<file path="config.mk">
export PLATFORM = sky130hd
export DESIGN_NAME = base64_layout_checker_top
export DESIGN_NICKNAME = d
export VERILOG_FILES = /design/src/hdl/b64lc_pkg.sv /design/src/hdl/b64lc_scan.sv /design/src/hdl/base64_layout_checker_top.sv
export SDC_FILE = /design/constraint.sdc
export NUM_CORES = 1
export LEC_CHECK = 0
export BUFFER_PORTS_ARGS = -buffer_cell sky130_fd_sc_hd__buf_4
export CAP_MARGIN = 10
export CORE_ASPECT_RATIO = 1.1
export CORE_MARGIN = 4
export CORE_UTILIZATION = 50
export DETAILED_ROUTE_END_ITERATION = 10
export HOLD_SLACK_MARGIN = 0.1
export PLACE_DENSITY = 0.67
export SYNTH_ARGS = -nofsm -noshare
export SYNTH_HDL_FRONTEND = slang
export SYNTH_SLANG_ARGS = --single-unit
</file>
<file path="constraint.sdc">
create_clock -name clk -period 11.1 [get_ports clk]
set_input_delay 0.555 -clock clk [delete_from_list [all_inputs] [get_ports clk]]
set_output_delay 0.555 -clock clk [all_outputs]
set_load 0.01 [all_outputs]
</file>
<file path="src/hdl/b64lc_pkg.sv">
// ----------------------------------------------------------------------------
// b64lc_pkg
// Shared types, codes and helpers for the base64 layout checker.
// ----------------------------------------------------------------------------
`default_nettype none

package b64lc_pkg;

    // default widths of the internal counters
    localparam int DEF_COUNT_BITS = 32;
    localparam int DEF_GROUP_BITS = 16;

    // fixed widths of the result fields
    localparam int GROUPS_OUT_W = 16;
    localparam int LENGTH_OUT_W = 32;

    // stream widths
    localparam int IN_DATA_W  = 8;
    localparam int IN_USER_W  = 1;
    localparam int OUT_DATA_W = 56;

    // check_status codes
    localparam logic [1:0] ST_SCANNING = 2'd0;
    localparam logic [1:0] ST_ENDED    = 2'd1;
    localparam logic [1:0] ST_FAILED   = 2'd2;

    // scanner phase codes: 0..3 position within a group
    localparam int PHASE_W = 3;
    localparam logic [PHASE_W-1:0] PH_G0  = 3'd0;
    localparam logic [PHASE_W-1:0] PH_G1  = 3'd1;
    localparam logic [PHASE_W-1:0] PH_G2  = 3'd2;
    localparam logic [PHASE_W-1:0] PH_G3  = 3'd3;
    localparam logic [PHASE_W-1:0] PH_CR  = 3'd4;
    localparam logic [PHASE_W-1:0] PH_EOB = 3'd5;
    localparam logic [PHASE_W-1:0] PH_END = 3'd6;

    // special characters
    localparam logic [7:0] CH_PAD = 8'h3D;  // '='
    localparam logic [7:0] CH_CR  = 8'h0D;
    localparam logic [7:0] CH_LF  = 8'h0A;

    typedef struct packed {
        logic [LENGTH_OUT_W-1:0] encoded_length;
        logic                    uses_crlf;
        logic [GROUPS_OUT_W-1:0] groups_per_line;
        logic                    complete_if_ended;
        logic [1:0]              check_status;
    } result_t;

    function automatic logic is_b64(input logic [7:0] c);
        logic upper;
        logic lower;
        logic digit;
        upper = (c >= 8'h41) && (c <= 8'h5A);
        lower = (c >= 8'h61) && (c <= 8'h7A);
        digit = (c >= 8'h30) && (c <= 8'h39);
        return upper || lower || digit || (c == 8'h2B) || (c == 8'h2F);
    endfunction

endpackage

`default_nettype wire

</file>
<file path="src/hdl/b64lc_scan.sv">
// ----------------------------------------------------------------------------
// b64lc_scan
// Layout state registers and the per-byte step that updates them and forms
// the result for the byte being handled.
// ----------------------------------------------------------------------------
`default_nettype none

module b64lc_scan
    import b64lc_pkg::*;
#(
    parameter int COUNT_BITS = DEF_COUNT_BITS,
    parameter int GROUP_BITS = DEF_GROUP_BITS
)
(
    input  wire logic       clk,
    input  wire logic       rst_n,
    input  wire logic       step,
    input  wire logic [7:0] data_byte,
    input  wire logic       first_of_part,
    output result_t         result
);

    logic [PHASE_W-1:0]    phase_reg,       phase_next;
    logic [GROUP_BITS-1:0] line_groups_reg, line_groups_next;
    logic [GROUP_BITS-1:0] cur_groups_reg,  cur_groups_next;
    logic                  crlf_reg,        crlf_next;
    logic                  failed_reg,      failed_next;
    logic [COUNT_BITS-1:0] valid_bytes_reg, valid_bytes_next;
    logic [COUNT_BITS-1:0] bytes_seen_reg,  bytes_seen_next;

    // state as seen by this byte (cleared on first byte of a part)
    logic [PHASE_W-1:0]    ph;
    logic [GROUP_BITS-1:0] lg;
    logic [GROUP_BITS-1:0] cg;
    logic                  crlf;
    logic                  fail;
    logic [COUNT_BITS-1:0] vb;
    logic [COUNT_BITS-1:0] bs;

    logic [COUNT_BITS-1:0] bs_inc;
    logic [GROUP_BITS-1:0] cg_inc;
    logic                  cg_full;
    logic                  b64;
    logic                  do_line_end;
    logic                  do_pad_end;
    logic [GROUP_BITS-1:0] g_sel;

    // result fields clipped to their output widths
    logic [GROUPS_OUT_W-1:0] groups_sat;
    logic [LENGTH_OUT_W-1:0] length_sat;

    always_comb
    begin
        ph   = first_of_part ? PH_G0 : phase_reg;
        lg   = first_of_part ? '0 : line_groups_reg;
        cg   = first_of_part ? '0 : cur_groups_reg;
        crlf = first_of_part ? 1'b0 : crlf_reg;
        fail = first_of_part ? 1'b0 : failed_reg;
        vb   = first_of_part ? '0 : valid_bytes_reg;
        bs   = first_of_part ? '0 : bytes_seen_reg;

        bs_inc  = (bs == '1) ? bs : bs + 1'b1;
        cg_full = (cg == '1);
        cg_inc  = cg + 1'b1;
        b64     = is_b64(data_byte);

        phase_next       = ph;
        line_groups_next = lg;
        cur_groups_next  = cg;
        crlf_next        = crlf;
        failed_next      = fail;
        valid_bytes_next = vb;
        bytes_seen_next  = bs_inc;
        do_line_end      = 1'b0;
        do_pad_end       = 1'b0;

        if (!fail && (ph < PH_END))
        begin
            unique case (ph)
                PH_G0:
                begin
                    if (b64)
                        phase_next = PH_G1;
                    else if (data_byte == CH_CR)
                        phase_next = PH_CR;
                    else if (data_byte == CH_LF)
                        do_line_end = 1'b1;
                    else
                        failed_next = 1'b1;
                end
                PH_G1:
                begin
                    if (b64)
                        phase_next = PH_G2;
                    else
                        failed_next = 1'b1;
                end
                PH_G2:
                begin
                    if (b64)
                        phase_next = PH_G3;
                    else if (data_byte == CH_PAD)
                        phase_next = PH_EOB;
                    else
                        failed_next = 1'b1;
                end
                PH_G3:
                begin
                    valid_bytes_next = bs_inc;
                    if (b64)
                    begin
                        phase_next = PH_G0;
                        if (cg_full)
                            failed_next = 1'b1;
                        else
                            cur_groups_next = cg_inc;
                    end
                    else if (data_byte == CH_PAD)
                        do_pad_end = 1'b1;
                    else
                        failed_next = 1'b1;
                end
                PH_CR:
                begin
                    if (data_byte != CH_LF)
                        failed_next = 1'b1;
                    else if (!crlf && (lg != '0))
                        failed_next = 1'b1;   // CRLF after LF lines
                    else
                    begin
                        crlf_next   = 1'b1;
                        do_line_end = 1'b1;
                    end
                end
                PH_EOB:
                begin
                    if (data_byte != CH_PAD)
                        failed_next = 1'b1;
                    else
                    begin
                        valid_bytes_next = bs_inc;
                        do_pad_end       = 1'b1;
                    end
                end
                default:
                begin
                end
            endcase
        end

        if (do_line_end)
        begin
            if (crlf_next && (ph != PH_CR))
                failed_next = 1'b1;           // bare LF after CRLF lines
            else
            begin
                phase_next = PH_G0;
                if (cg < lg)
                    phase_next = PH_END;      // short last line
                else if (lg == '0)
                begin
                    if (cg == '0)
                        failed_next = 1'b1;   // empty first line
                    else
                    begin
                        line_groups_next = cg;
                        cur_groups_next  = '0;
                    end
                end
                else if (cg != lg)
                    failed_next = 1'b1;
                else
                    cur_groups_next = '0;
            end
        end

        if (do_pad_end)
        begin
            phase_next = PH_END;
            if (cg_full)
                failed_next = 1'b1;
            else
            begin
                cur_groups_next = cg_inc;
                if ((cg >= lg) && (lg != '0))
                    failed_next = 1'b1;       // padded line longer than the rest
            end
        end

        g_sel = (line_groups_next != '0) ? line_groups_next : cur_groups_next;
    end

    generate
        if (GROUP_BITS > GROUPS_OUT_W)
        begin : g_grp_sat
            assign groups_sat = (|g_sel[GROUP_BITS-1:GROUPS_OUT_W]) ?
                '1 : g_sel[GROUPS_OUT_W-1:0];
        end
        else
        begin : g_grp_ext
            assign groups_sat = GROUPS_OUT_W'(g_sel);
        end

        if (COUNT_BITS > LENGTH_OUT_W)
        begin : g_len_sat
            assign length_sat =
                (|valid_bytes_next[COUNT_BITS-1:LENGTH_OUT_W]) ?
                '1 : valid_bytes_next[LENGTH_OUT_W-1:0];
        end
        else
        begin : g_len_ext
            assign length_sat = LENGTH_OUT_W'(valid_bytes_next);
        end
    endgenerate

    always_comb
    begin
        if (failed_next)
            result.check_status = ST_FAILED;
        else if (phase_next >= PH_END)
            result.check_status = ST_ENDED;
        else
            result.check_status = ST_SCANNING;

        result.complete_if_ended = !failed_next &&
            ((phase_next >= PH_END) ||
             ((phase_next == PH_G0) && (valid_bytes_next != '0)));
        result.groups_per_line = groups_sat;
        result.uses_crlf       = crlf_next;
        result.encoded_length  = length_sat;
    end

    always_ff @(posedge clk or negedge rst_n)
    begin
        if (!rst_n)
        begin
            phase_reg       <= PH_G0;
            line_groups_reg <= '0;
            cur_groups_reg  <= '0;
            crlf_reg        <= 1'b0;
            failed_reg      <= 1'b0;
            valid_bytes_reg <= '0;
            bytes_seen_reg  <= '0;
        end
        else if (step)
        begin
            phase_reg       <= phase_next;
            line_groups_reg <= line_groups_next;
            cur_groups_reg  <= cur_groups_next;
            crlf_reg        <= crlf_next;
            failed_reg      <= failed_next;
            valid_bytes_reg <= valid_bytes_next;
            bytes_seen_reg  <= bytes_seen_next;
        end
    end

    // failure is sticky within a part
    a_fail_sticky: assert property (@(posedge clk) disable iff (!rst_n)
        (step && !first_of_part && failed_reg) |=> failed_reg)
        else $error("failure cleared without a new part");

    // end of data is sticky within a part
    a_end_sticky: assert property (@(posedge clk) disable iff (!rst_n)
        (step && !first_of_part && (phase_reg == PH_END)) |=> (phase_reg == PH_END))
        else $error("ended phase left without a new part");

    // valid byte count never runs ahead of the bytes seen
    a_valid_le_seen: assert property (@(posedge clk) disable iff (!rst_n)
        valid_bytes_reg <= bytes_seen_reg)
        else $error("valid byte count exceeds bytes seen");

endmodule

`default_nettype wire

</file>
<file path="src/hdl/base64_layout_checker_top.sv">
// ----------------------------------------------------------------------------
// base64_layout_checker_top
// Checks one MIME part body, byte by byte, for clean base64 line layout.
//
// Usage:
//   Input stream (s_*): one body byte per item in s_tdata, s_tuser flags the
//   first byte of a new part and clears all check state before that byte.
//   Output stream (m_*): exactly one result item per input byte, in order,
//   carrying status, the would-be-accepted flag, groups per line, the CRLF
//   flag and the count of valid encoded bytes.
//   A byte passes through the input register, then the result register.
//   Throughput: one byte per cycle, sustained while the receiver takes results.
//   When the receiver stalls, the result register holds and the input
//   register still takes one more byte; after that s_tready drops until
//   the result is taken. s_tready depends on m_tready combinationally.
//   Reset clears both stage valids and all check state; the first result
//   after reset reflects a fresh part even without the first-byte flag.
// ----------------------------------------------------------------------------
`default_nettype none

module base64_layout_checker_top
    import b64lc_pkg::*;
#(
    parameter int COUNT_BITS = DEF_COUNT_BITS,
    parameter int GROUP_BITS = DEF_GROUP_BITS
)
(
    input  wire logic                  clk,
    input  wire logic                  rst_n,

    input  wire logic                  s_tvalid,
    output logic                       s_tready,
    input  wire logic [IN_DATA_W-1:0]  s_tdata,   // [7:0] data_byte
    input  wire logic [IN_USER_W-1:0]  s_tuser,   // [0] first_of_part

    output logic                       m_tvalid,
    input  wire logic                  m_tready,
    output logic [OUT_DATA_W-1:0]      m_tdata    // [1:0] check_status,
                                                  // [2] complete_if_ended,
                                                  // [18:3] groups_per_line,
                                                  // [19] uses_crlf,
                                                  // [51:20] encoded_length,
                                                  // [55:52] zero
);

    localparam int RES_W = $bits(result_t);

    logic                 in_valid_reg, in_valid_next;
    logic [7:0]           in_byte_reg;
    logic                 in_first_reg;
    logic                 out_valid_reg, out_valid_next;
    result_t              out_res_reg;
    result_t              step_res;
    logic                 fire;
    logic                 s_accept;

    // advance the held byte when the result slot is free or being emptied
    assign fire     = in_valid_reg && (!out_valid_reg || m_tready);
    assign s_tready = !in_valid_reg || fire;
    assign s_accept = s_tvalid && s_tready;

    assign in_valid_next  = s_accept ? 1'b1 : (fire ? 1'b0 : in_valid_reg);
    assign out_valid_next = fire ? 1'b1 : (m_tready ? 1'b0 : out_valid_reg);

    b64lc_scan #(
        .COUNT_BITS (COUNT_BITS),
        .GROUP_BITS (GROUP_BITS)
    ) u_scan (
        .clk           (clk),
        .rst_n         (rst_n),
        .step          (fire),
        .data_byte     (in_byte_reg),
        .first_of_part (in_first_reg),
        .result        (step_res)
    );

    always_ff @(posedge clk or negedge rst_n)
    begin
        if (!rst_n)
        begin
            in_valid_reg  <= 1'b0;
            out_valid_reg <= 1'b0;
        end
        else
        begin
            in_valid_reg  <= in_valid_next;
            out_valid_reg <= out_valid_next;
        end
    end

    always_ff @(posedge clk)
    begin
        if (s_accept)
        begin
            in_byte_reg  <= s_tdata[7:0];
            in_first_reg <= s_tuser[0];
        end
        if (fire)
        begin
            out_res_reg <= step_res;
        end
    end

    assign m_tvalid = out_valid_reg;
    assign m_tdata  = OUT_DATA_W'({{(OUT_DATA_W-RES_W){1'b0}}, out_res_reg});

    // input side only stalls behind a full, stalled result slot
    a_stall_cause: assert property (@(posedge clk) disable iff (!rst_n)
        !s_tready |-> (in_valid_reg && out_valid_reg && !m_tready))
        else $error("input stalled without a blocked result");

    // a byte handled always yields a result in the next cycle
    a_fire_result: assert property (@(posedge clk) disable iff (!rst_n)
        fire |=> m_tvalid)
        else $error("handled byte produced no result");

    // a waiting result is never overwritten
    a_no_overwrite: assert property (@(posedge clk) disable iff (!rst_n)
        (m_tvalid && !m_tready) |=> $stable(out_res_reg))
        else $error("pending result changed under stall");

endmodule

`default_nettype wire

</file>
==> results of run 1 <==
final timing paths:
path,end,startpoint
worst max-delay path,u_scan.line_groups_reg[7]$_DFFE_PN0P_,in_first_reg$_DFFE_PP_
worst min-delay path,m_tvalid$_DFFE_PN0P_,rst_n
worst max register to register,u_scan.line_groups_reg[7]$_DFFE_PN0P_,in_first_reg$_DFFE_PP_
worst min register to register,u_scan.valid_bytes_reg[19]$_DFFE_PN0P_,u_scan.valid_bytes_reg[19]$_DFFE_PN0P_
max in group asynchronous,u_scan.valid_bytes_reg[8]$_DFFE_PN0P_,rst_n
min in group clk,in_byte_reg[5]$_DFFE_PP_,s_tdata[5]
layout make-up:
cell class	count	area [um^2]
Clock buffer	18	439.2
Clock inverter	13	171.4
Fill cell	1710	8235
Inverter	32	122.6
Multi-Input combinational cell	854	5040
Sequential cell	164	4409
Tap cell	247	309.0
Timing Repair Buffer	76	570.5
per-stage QoR:
| step | setup WS (ns) | power (W) | hold WS, ns | cells | area [um^2] |
|---|---|---|---|---|---|
| finish | 6.013 | 0.001528 | 0.1338 | 1404 | 11060 |
| global placement | 6.215 | 0.0009152 | 0.4556 | 1373 | 10450 |
| CTS | 6.076 | 0.001538 | 0.1558 | 1404 | 11060 |
| detailed placement | 6.093 | 0.0009174 | 0.4623 | 1373 | 10450 |
| floorplan | 6.735 | 0.0008445 | 0.2594 | 1135 | 9923 |
| global route | 5.629 | 0.001592 | 0.1845 | 1404 | 11060 |
power breakdown:
part / internal (W) / switching, W / leakage (nW)
sequential: 0.000666 / 0.0000417 / 2.02
combinational: 0.0000706 / 0.000129 / 2.22
clock: 0.000362 / 0.000259 / 0.294
cell usage in the layout, fill, tap and decap left out, types with 6 or more instances in the layout:
cell type	Yosys	routed
xor2_1	8	8
nor4_1	22	22
nor2_1	71	71
nand4b_1	10	10
nor3_1	37	37
o22ai_1	10	10
or3_1	6	6
edfxtp_1	61	61
nand2b_1	11	11
clkbuf_16	0	17
nand3_1	35	35
and2_1	12	12
o21ai_0	92	92
o211ai_1	7	7
dfrtp_1	103	103
a21oi_1	55	55
nand4_1	22	22
nand2_1	206	205
and3_1	15	15
and4_1	9	9
a31oi_1	9	9
ha_1	19	19
o31ai_1	14	14
a22oi_1	14	14
mux2i_1	16	16
xnor2_1	9	9
buf_4	4	76
nor2b_1	24	24
inv_1	31	31
per-layer routing:
| metal | GRT usage (%) | up-vias | routed length [um] |
|---|---|---|---|
| li1 | - | 4174 | - |
| met1 | 33.05 | 4153 | 11730 |
| met2 | 43.42 | 386 | 13960 |
| met3 | 3.832 | 94 | 1472 |
| met4 | 13.16 | 0 | 1385 |
| met5 | 0 | - | 0 |
worst max-delay path, delay by kind of cell (launching register included):
family,cells,cell delay [ns]
buffers and inverters,3,1.08
adder cells (fa/ha/maj),1,0.36
AND/OR/NAND/NOR,6,2.59
AO/OA/AOI/OAI,3,0.54
flip-flops,1,0.39
cells by family (layout without fill, tap and decap cells):
logic type,after synthesis,count (layout)
buf+inv,117,139
simple gates,514,514
compound gates,280,280
flops,164,164
other cells,1,4
xor+xnor,17,17
fa+ha+maj,19,19
mux,20,20
==> flow_summary.yaml, run 1 <==
run_status:
  status: "finished clean"
hold_path:
  min_path_type: "input pin to asynchronous set/reset pin"
global_routing:
  grt_pass1_vias: 8199
  grt_max_degree: 73
  grt_overflow_total: 0
  antenna_found_initial: 0
  track_usage_pct: 26.05
  grt_pass1_wl_mm: 45.58
synthesis:
  synth_seq_cells: 164
  yosys_most_used_dff: "dfrtp_1"
  yosys-top-cells-area: "dfrtp_1 26%, edfxtp_1 18%, nand2_1 7.8%"
  synth_common_cells: "206 x nand2_1, 103 x dfrtp_1, 92 x o21ai_0"
  synth_compound_gate_area_share_pct: 18.40
  synthArstFlopShare_pct: 62.80
  synthMuxAreaShare_pct: 2.070
  synth.avg_cell_area_um2: 8.756
  synth_top_family_by_area: "simple AND/OR/NAND/NOR gates"
  synth_top_cell_by_area: "dfrtp_1"
  synth_edf_count: 61
  netlist_area_um2: 9912
  seq_area_frac_synth_pct: 44.48
  netlist_instances: 1132
  synth_top_area_share_pct: 26.00
  synthAdderAreaFrac_pct: 2.398
  ys.warnings.count: 0
  synth-simple-area-share_pct: 26.24
  synth_xor_area_share_pct: 1.502
  yosysUniqueCellTypes: 84
  yosysMostFrequentCell: "nand2_1"
cells_and_area:
  drive_gt1_share_pct: 11.75
  fin_util_pct: 57.32
  n_antenna_cell: 0
  largest_reg_flops: 52
  synthToLayoutAreaGrowth_pct: 11.60
  fin_nets: 1177
critical_path:
  critical_path_class: "register to register"
  r2r_cells: 13
  end_kind: "register"
  ff2ff_setup_slack_ns: 6.01
  cp.required_ns: 11.44
  crit_slowest_cell: "nor2_1"
  setup.worst_path.start_class: "register"
  cp_data_arrival_time_ns: 5.43
  crit_chain: "buf_4 -> inv_1 -> buf_4 -> nand2_1 -> ha_1 -> nand4_1 -> or3_1 -> a21o_1 -> nand3_1 -> nand3_1 -> nor2_1 -> a22oi_1 -> o21ai_0"
  critPathMaxStageDelay_ns: 1.07
  crit_fanout: 50
cts:
  tritoncts: "built"
  post_cts_resized: 0
  cts_buffers: 17
  insertion_delay_ns: 0.44
  numClockSinks: 164
  clkTransAtPathRegs_ns: 0.07
  h-tree-depth: 4
  cts.path.max_buffers: 2
  ctsHoldBuffers: 0
  post_cts_buffers: 0
  ctsRootBufferMaster: "clkbuf_16"
power_and_ir_drop:
  power_density_nw_per_um2: 138.1
  vdd_drop_max_v: 0.0001104
  p_leak_nw: 4.531
die:
  initial_core_util_pct: 51.36
  io_pins: 71
  fp.dieW_um: 142.2
  row_count: 53
  die_area_um2: 22140
  die_height_um: 155.7
  fp.coreArea_um2: 19300
sta:
  relSlewSlack_pct: 16.28
  tns_ns: 0
  final_hold_viol_count: 0
  fin_crit_sh_pct: 45.83
  rsz0062_at_grt: "no"
  period_needed_ns: 5.087
  finClkSkew_ns: 0.009479
  fmax_mhz: 196.6
  setup_viol_count_final: 0
  drv_slew: 0
  worst_pin_slew_ns: 1.243
placed_design:
  gp_congestion: 0.9473
  post-dp-hpwl_mm: 20.01
  port-buffer-count: 66
job:
  maxCapViolations: 0
detailed_routing:
  viasPerCell: 6.273
  wl_per_cell_um: 20.33
  dr.first_iter.drc_count: 823
  vias: 8807
  drt_wl_total_mm: 28.54
  antenna_left: 0
  drc_errors: 0
  drt_pass1_iterations: 7
(Power assumes the default switching activity.)
==> run 2: changes to the inputs <==
==> constraint.sdc (replaced) <==
create_clock -name clk -period 4.9 [get_ports clk]
set_input_delay 0.245 -clock clk [delete_from_list [all_inputs] [get_ports clk]]
set_output_delay 0.245 -clock clk [all_outputs]
set_load 0.01 [all_outputs]
==> flow_summary.yaml, run 2 (synthesis results as in run 1) <==
sta:
  period_needed_ns: 4.342
  drv_slew: 0
  finClkSkew_ns: 0.01284
  rsz0062_at_grt: "no"
  relSlewSlack_pct: 40.57
  fin_crit_sh_pct: 88.62
  final_hold_viol_count: 0
  tns_ns: 0
  setup_viol_count_final: 0
  worst_pin_slew_ns: 0.8895
  fmax_mhz: 230.3
  holdWs_ns: 0.1232
critical_path:
  cp_data_arrival_time_ns: 4.48
  end_kind: "register"
  crit_end: "m_tdata[2]$_DFFE_PP_"
  crit_slowest_cell: "or3_1"
  r2r-end: "m_tdata[2]$_DFFE_PP_"
  cp-startpoint: "u_scan.bytes_seen_reg[0]$_DFFE_PN0P_"
  crit_chain: "nor2b_1 -> ha_1 -> nand3b_1 -> or3_1 -> nor3_1 -> and4_1 -> xnor2_1 -> o21ai_1 -> or4_1 -> nor4_2 -> a21oi_1"
  r2r_cells: 11
  ff2ff_setup_slack_ns: 0.56
  cp.required_ns: 5.04
  setup.worst_path.start_class: "register"
  worstReg2RegStart: "u_scan.bytes_seen_reg[0]$_DFFE_PN0P_"
  critical_path_class: "register to register"
  critPathMaxStageDelay_ns: 0.60
  crit_fanout: 12
run_status:
  status: "finished clean"
global_routing:
  track_usage_pct: 27.86
  antenna_found_initial: 0
  grt_pass1_vias: 8661
  grt_overflow_total: 0
  grt_max_degree: 77
  grt_pass1_wl_mm: 48.32
cells_and_area:
  regArea_um2: 4409
  synthToLayoutAreaGrowth_pct: 13.82
  final_cell_mix: "205 x nand2_1, 103 x dfrtp_1, 92 x o21ai_0"
  drive_gt1_share_pct: 12.75
  largest_reg_flops: 52
  mostFrequentLayoutCell: "nand2_1"
  fill_cells: 1716
  finish.instance_area_um2: 11280
  multiInputGateArea_um2: 5040
  fin_nets: 1203
  n_antenna_cell: 0
cts:
  h-tree-depth: 4
  insertion_delay_ns: 0.44
  tritoncts: "built"
  ctsRootBufferMaster: "clkbuf_16"
  cts_buffers: 17
  numClockSinks: 164
  clkTransAtPathRegs_ns: 0.07
  cts.path.max_buffers: 2
  post_cts_resized: 0
detailed_routing:
  drt_wl_total_mm: 30.49
  dr.first_iter.drc_count: 888
  drc_errors: 0
  vias: 8938
  wl_per_cell_um: 21.31
  antenna_left: 0
  viasPerCell: 6.246
  drt_pass1_iterations: 6
placed_design:
  port-buffer-count: 66
  gp_congestion: 0.9886
  post-dp-hpwl_mm: 21.45
  postPlaceCellArea_um2: 10580
die:
  fp.dieW_um: 142.2
  row_count: 53
  io_pins: 71
  fp.coreArea_um2: 19300
  die_area_um2: 22140
  die_height_um: 155.7
  initial_core_util_pct: 51.36
hold_path:
  min_from: "m_tready"
  min_path_type: "input pin to register"
power_and_ir_drop:
  p_leak_nw: 4.651
  vdd_drop_max_v: 0.0002218
  power_density_nw_per_um2: 306.9
job:
  maxCapViolations: 0
==> run 2: cell types whose count changed in the layout (fill, tap and decap cells not counted), sizes merged <==
| cell | previous run | this run |
|---|---|---|
| clkinvlp | 2 | 1 |
| clkbuf | 18 | 17 |
| bufinv | 3 | 2 |
| inv | 36 | 39 |
| dlygate4sd3 | 0 | 11 |
| clkinv | 4 | 5 |
| buf | 76 | 91 |
==> run 2: worst min path at each step <==
stage | to | slack, ns | depth (start not counted)
after floorplan | in_valid_reg$_DFFE_PN0P_ | -0.05 | 0
after global routing | in_valid_reg$_DFFE_PN0P_ | 0.15 | 3
after detailed placement | u_scan.line_groups_reg[2]$_DFFE_PN0P_ | 0.39 | 1
final | in_valid_reg$_DFFE_PN0P_ | 0.12 | 3
after global placement | u_scan.line_groups_reg[5]$_DFFE_PN0P_ | 0.39 | 1
after CTS | in_valid_reg$_DFFE_PN0P_ | 0.11 | 3
==> run 2: metrics by stage <==
| stage | util (%) | setup slack, ns | instances | total power (W) |
|---|---|---|---|---|
| 2_1_floorplan | - | 0.5352 | 1135 | 0.001913 |
| 3_3_place_gp | 54.81 | 0.6261 | 1388 | 0.002088 |
| 3_5_place_dp | 54.81 | 0.6012 | 1388 | 0.002097 |
| 4_1_cts | 58.46 | 0.5936 | 1431 | 0.003477 |
| 5_1_grt | 58.46 | 0.2906 | 1431 | 0.003603 |
| 6_report | 58.46 | 0.5577 | 1431 | 0.003463 |
==> run 2: routing by layer <==
metal  part of all wire (%)  track usage (%)  wire, um  up-vias
li1                       -                -         -     4214
met1                     40            35.01     12350     4276
met2                     48            45.65     14780      332
met3                    4.8            4.108      1455      116
met4                    6.3            16.50      1911        0
met5                      0                0         0        -
==> run 2: power breakdown <==
part           total (W)  internal [W]  switching, W
Combinational   0.000474      0.000171      0.000304
Clock            0.00138      0.000766      0.000617
Sequential       0.00161       0.00151     0.0000976
==> run 2: what timing repair did <==
action,in CTS,in global routing
setup endpoints to repair,0,0
hold endpoints to repair,66,0
hold buffers,11,0
buffers inserted,0,0
==> run 2: cell type report <==
class                   count  area share (%)
multi-input cells         854           44.67
inverters                  32           1.087
repair buffers            102           7.142
well taps                 247           2.739
clock buffers              17           3.771
clock inverters            15           1.508
flip-flops and latches    164           39.08
==> run 2: critical path: cells and delay by family (launching register included) <==
kind	cells	cell delay, ns
flip-flops	1	0.49
AND/OR/NAND/NOR	7	2.65
adder cells (fa/ha/maj)	1	0.32
XOR/XNOR	1	0.27
AO/OA/AOI/OAI	2	0.32
==> run 3: changes to the inputs <==
--- a/config.mk
+++ b/config.mk
@@ -10,6 +10,7 @@
 export CORE_ASPECT_RATIO = 1.1
 export CORE_MARGIN = 4
 export CORE_UTILIZATION = 50
+export CTS_BUF_LIST = sky130_fd_sc_hd__clkbuf_8
 export DETAILED_ROUTE_END_ITERATION = 10
 export HOLD_SLACK_MARGIN = 0.1
 export PLACE_DENSITY = 0.67
==> constraint.sdc (replaced) <==
create_clock -name clk -period 4.5 [get_ports clk]
set_input_delay 0.225 -clock clk [delete_from_list [all_inputs] [get_ports clk]]
set_output_delay 0.225 -clock clk [all_outputs]
set_load 0.01 [all_outputs]
==> flow_summary.yaml, run 3 (synthesis results as in run 1) <==
cts:
  clkTransAtPathRegs_ns: 0.10
  ctsRootBufferMaster: "clkbuf_8"
  h-tree-depth: 4
  insertion_delay_ns: 0.48
  cts_buffers: 17
  cts.path.max_buffers: 2
  post_cts_resized: 0
  numClockSinks: 164
  tritoncts: "built"
cells_and_area:
  largest_reg_flops: 52
  final_cell_mix: "205 x nand2_1, 103 x dfrtp_1, 100 x buf_4"
  mostFrequentLayoutCell: "nand2_1"
  fill_cells: 1736
  fin_cells: 1444
  n_antenna_cell: 0
  fin_util_pct: 58.21
  fin_nets: 1216
  synthToLayoutAreaGrowth_pct: 13.33
  drive_gt1_share_pct: 13.62
critical_path:
  end_kind: "register"
  crit_fanout: 72
  critical_path_class: "register to register"
  r2r_cells: 12
  worstReg2RegStart: "in_first_reg$_DFFE_PP_"
  r2r-end: "m_tdata[2]$_DFFE_PP_"
  cp_data_arrival_time_ns: 4.37
  cp.required_ns: 4.71
  ff2ff_setup_slack_ns: 0.34
  setup.worst_path.start_class: "register"
detailed_routing:
  drt_pass1_iterations: 5
  drc_errors: 0
  dr.first_iter.drc_count: 965
  viasPerCell: 6.244
  antenna_left: 0
  drt_wl_total_mm: 30.18
  wl_per_cell_um: 20.90
  vias: 9017
hold_path:
  min_path_type: "input pin to asynchronous set/reset pin"
global_routing:
  grt_overflow_total: 0
  met1_usage_pct: 34.34
  grt_pass1_vias: 8661
  track_usage_pct: 27.50
  antenna_found_initial: 0
  met2_usage_pct: 46.08
  grt_pass1_wl_mm: 47.99
  grt.busiest_layer: "met2"
  grt_util_met3_pct: 4.690
  grt_max_degree: 76
sta:
  worst_pin_slew_ns: 0.9876
  period_needed_ns: 4.157
  tns_ns: 0
  fin_crit_sh_pct: 92.38
  relSlewSlack_pct: 34.16
  setup_viol_count_final: 0
  final_hold_viol_count: 0
  fmax_mhz: 240.5
  holdWs_ns: 0.4550
  rsz0062_at_grt: "no"
  drv_slew: 0
  finClkSkew_ns: 0.01942
die:
  die_area_um2: 22140
  row_count: 53
  fp.dieW_um: 142.2
  io_pins: 71
  initial_core_util_pct: 51.36
  fp.coreArea_um2: 19300
  die_height_um: 155.7
placed_design:
  post-dp-hpwl_mm: 21.28
  port-buffer-count: 66
  dp.cells: 1399
  gp_congestion: 0.9999
job:
  maxCapViolations: 0
power_and_ir_drop:
  vdd_drop_max_v: 0.0001732
  power_density_nw_per_um2: 307.7
  finalPower_w: 0.003456
  p_leak_nw: 4.641
run_status:
  status: "finished clean"
==> run 3: changes by cell type in the layout (fill, tap and decap cells not counted), sizes merged <==
| cell | change |
|---|---|
| dlygate4sd3 | +2 |
| bufinv | +1 |
| clkinvlp | +1 |
| buf | +11 |
| inv | -2 |
| clkinv | -2 |
| clkbuf | +2 |
==> run 3: cell type report <==
class | instances | area, um^2 | area share, %
Timing Repair Buffer | 115 | 920.9 | 8.198
Clock inverter | 13 | 170.2 | 1.515
Inverter | 32 | 122.6 | 1.092
Clock buffer | 19 | 261.5 | 2.328
Multi-Input combinational cell | 854 | 5040 | 44.87
Sequential cell | 164 | 4409 | 39.25
Tap cell | 247 | 309.0 | 2.751
==> run 3: metal layers <==
| layer | routed length [um] | vias to the layer above |
|---|---|---|
| li1 | - | 4237 |
| met1 | 12240 | 4296 |
| met2 | 14720 | 391 |
| met3 | 1692 | 93 |
| met4 | 1528 | 0 |
| met5 | 0 | - |
==> run 3: worst max-delay path, cell delays in order, from the launching register on <==
cell and delay, ns:
edfxtp_1 0.44, buf_12 0.24, nor2b_1 0.22, ha_1 0.32, nand3b_1 0.13, or3_1 0.54, nor3_1 0.31, and4_1 0.28
xnor2_1 0.20, o21ai_1 0.20, or4_1 0.65, nor4_2 0.24, a21oi_1 0.09
==> run 3: worst max path at each step <==
stage / from / endpoint / slack (ns) / cells past startpoint
after floorplan: in_first_reg$_DFFE_PP_ / m_tdata[12]$_DFFE_PP_ / 0.14 / 18
after global placement: in_first_reg$_DFFE_PP_ / m_tdata[2]$_DFFE_PP_ / 0.44 / 12
after detailed placement: in_first_reg$_DFFE_PP_ / m_tdata[2]$_DFFE_PP_ / 0.39 / 12
after CTS: in_first_reg$_DFFE_PP_ / m_tdata[2]$_DFFE_PP_ / 0.40 / 12
after global routing: in_first_reg$_DFFE_PP_ / m_tdata[2]$_DFFE_PP_ / 0.14 / 12
final: in_first_reg$_DFFE_PP_ / m_tdata[2]$_DFFE_PP_ / 0.34 / 12
==> run 3: timing repair <==
| action | CTS | global route |
|---|---|---|
| hold endpoints to repair | 81 | 0 |
| setup buffers | 0 | 0 |
| endpoints found under the setup margin | 0 | 0 |
| hold buffers | 13 | 0 |
==> run 3: through the flow <==
step                worst slack [ns]  cell area [um^2]
floorplan                     0.1352              9923
global placement              0.4364             10670
detailed placement            0.3904             10670
CTS                           0.3988             11230
global route                  0.1393             11230
finish                        0.3428             11230
==> run 3: report_power, final <==
part | leakage, nW | internal, W | switching (W)
clock network | 0.215 | 0.000588 | 0.000600
logic | 2.41 | 0.000191 | 0.000329
registers | 2.02 | 0.00164 | 0.000107
total | 4.64 | 0.00242 | 0.00104
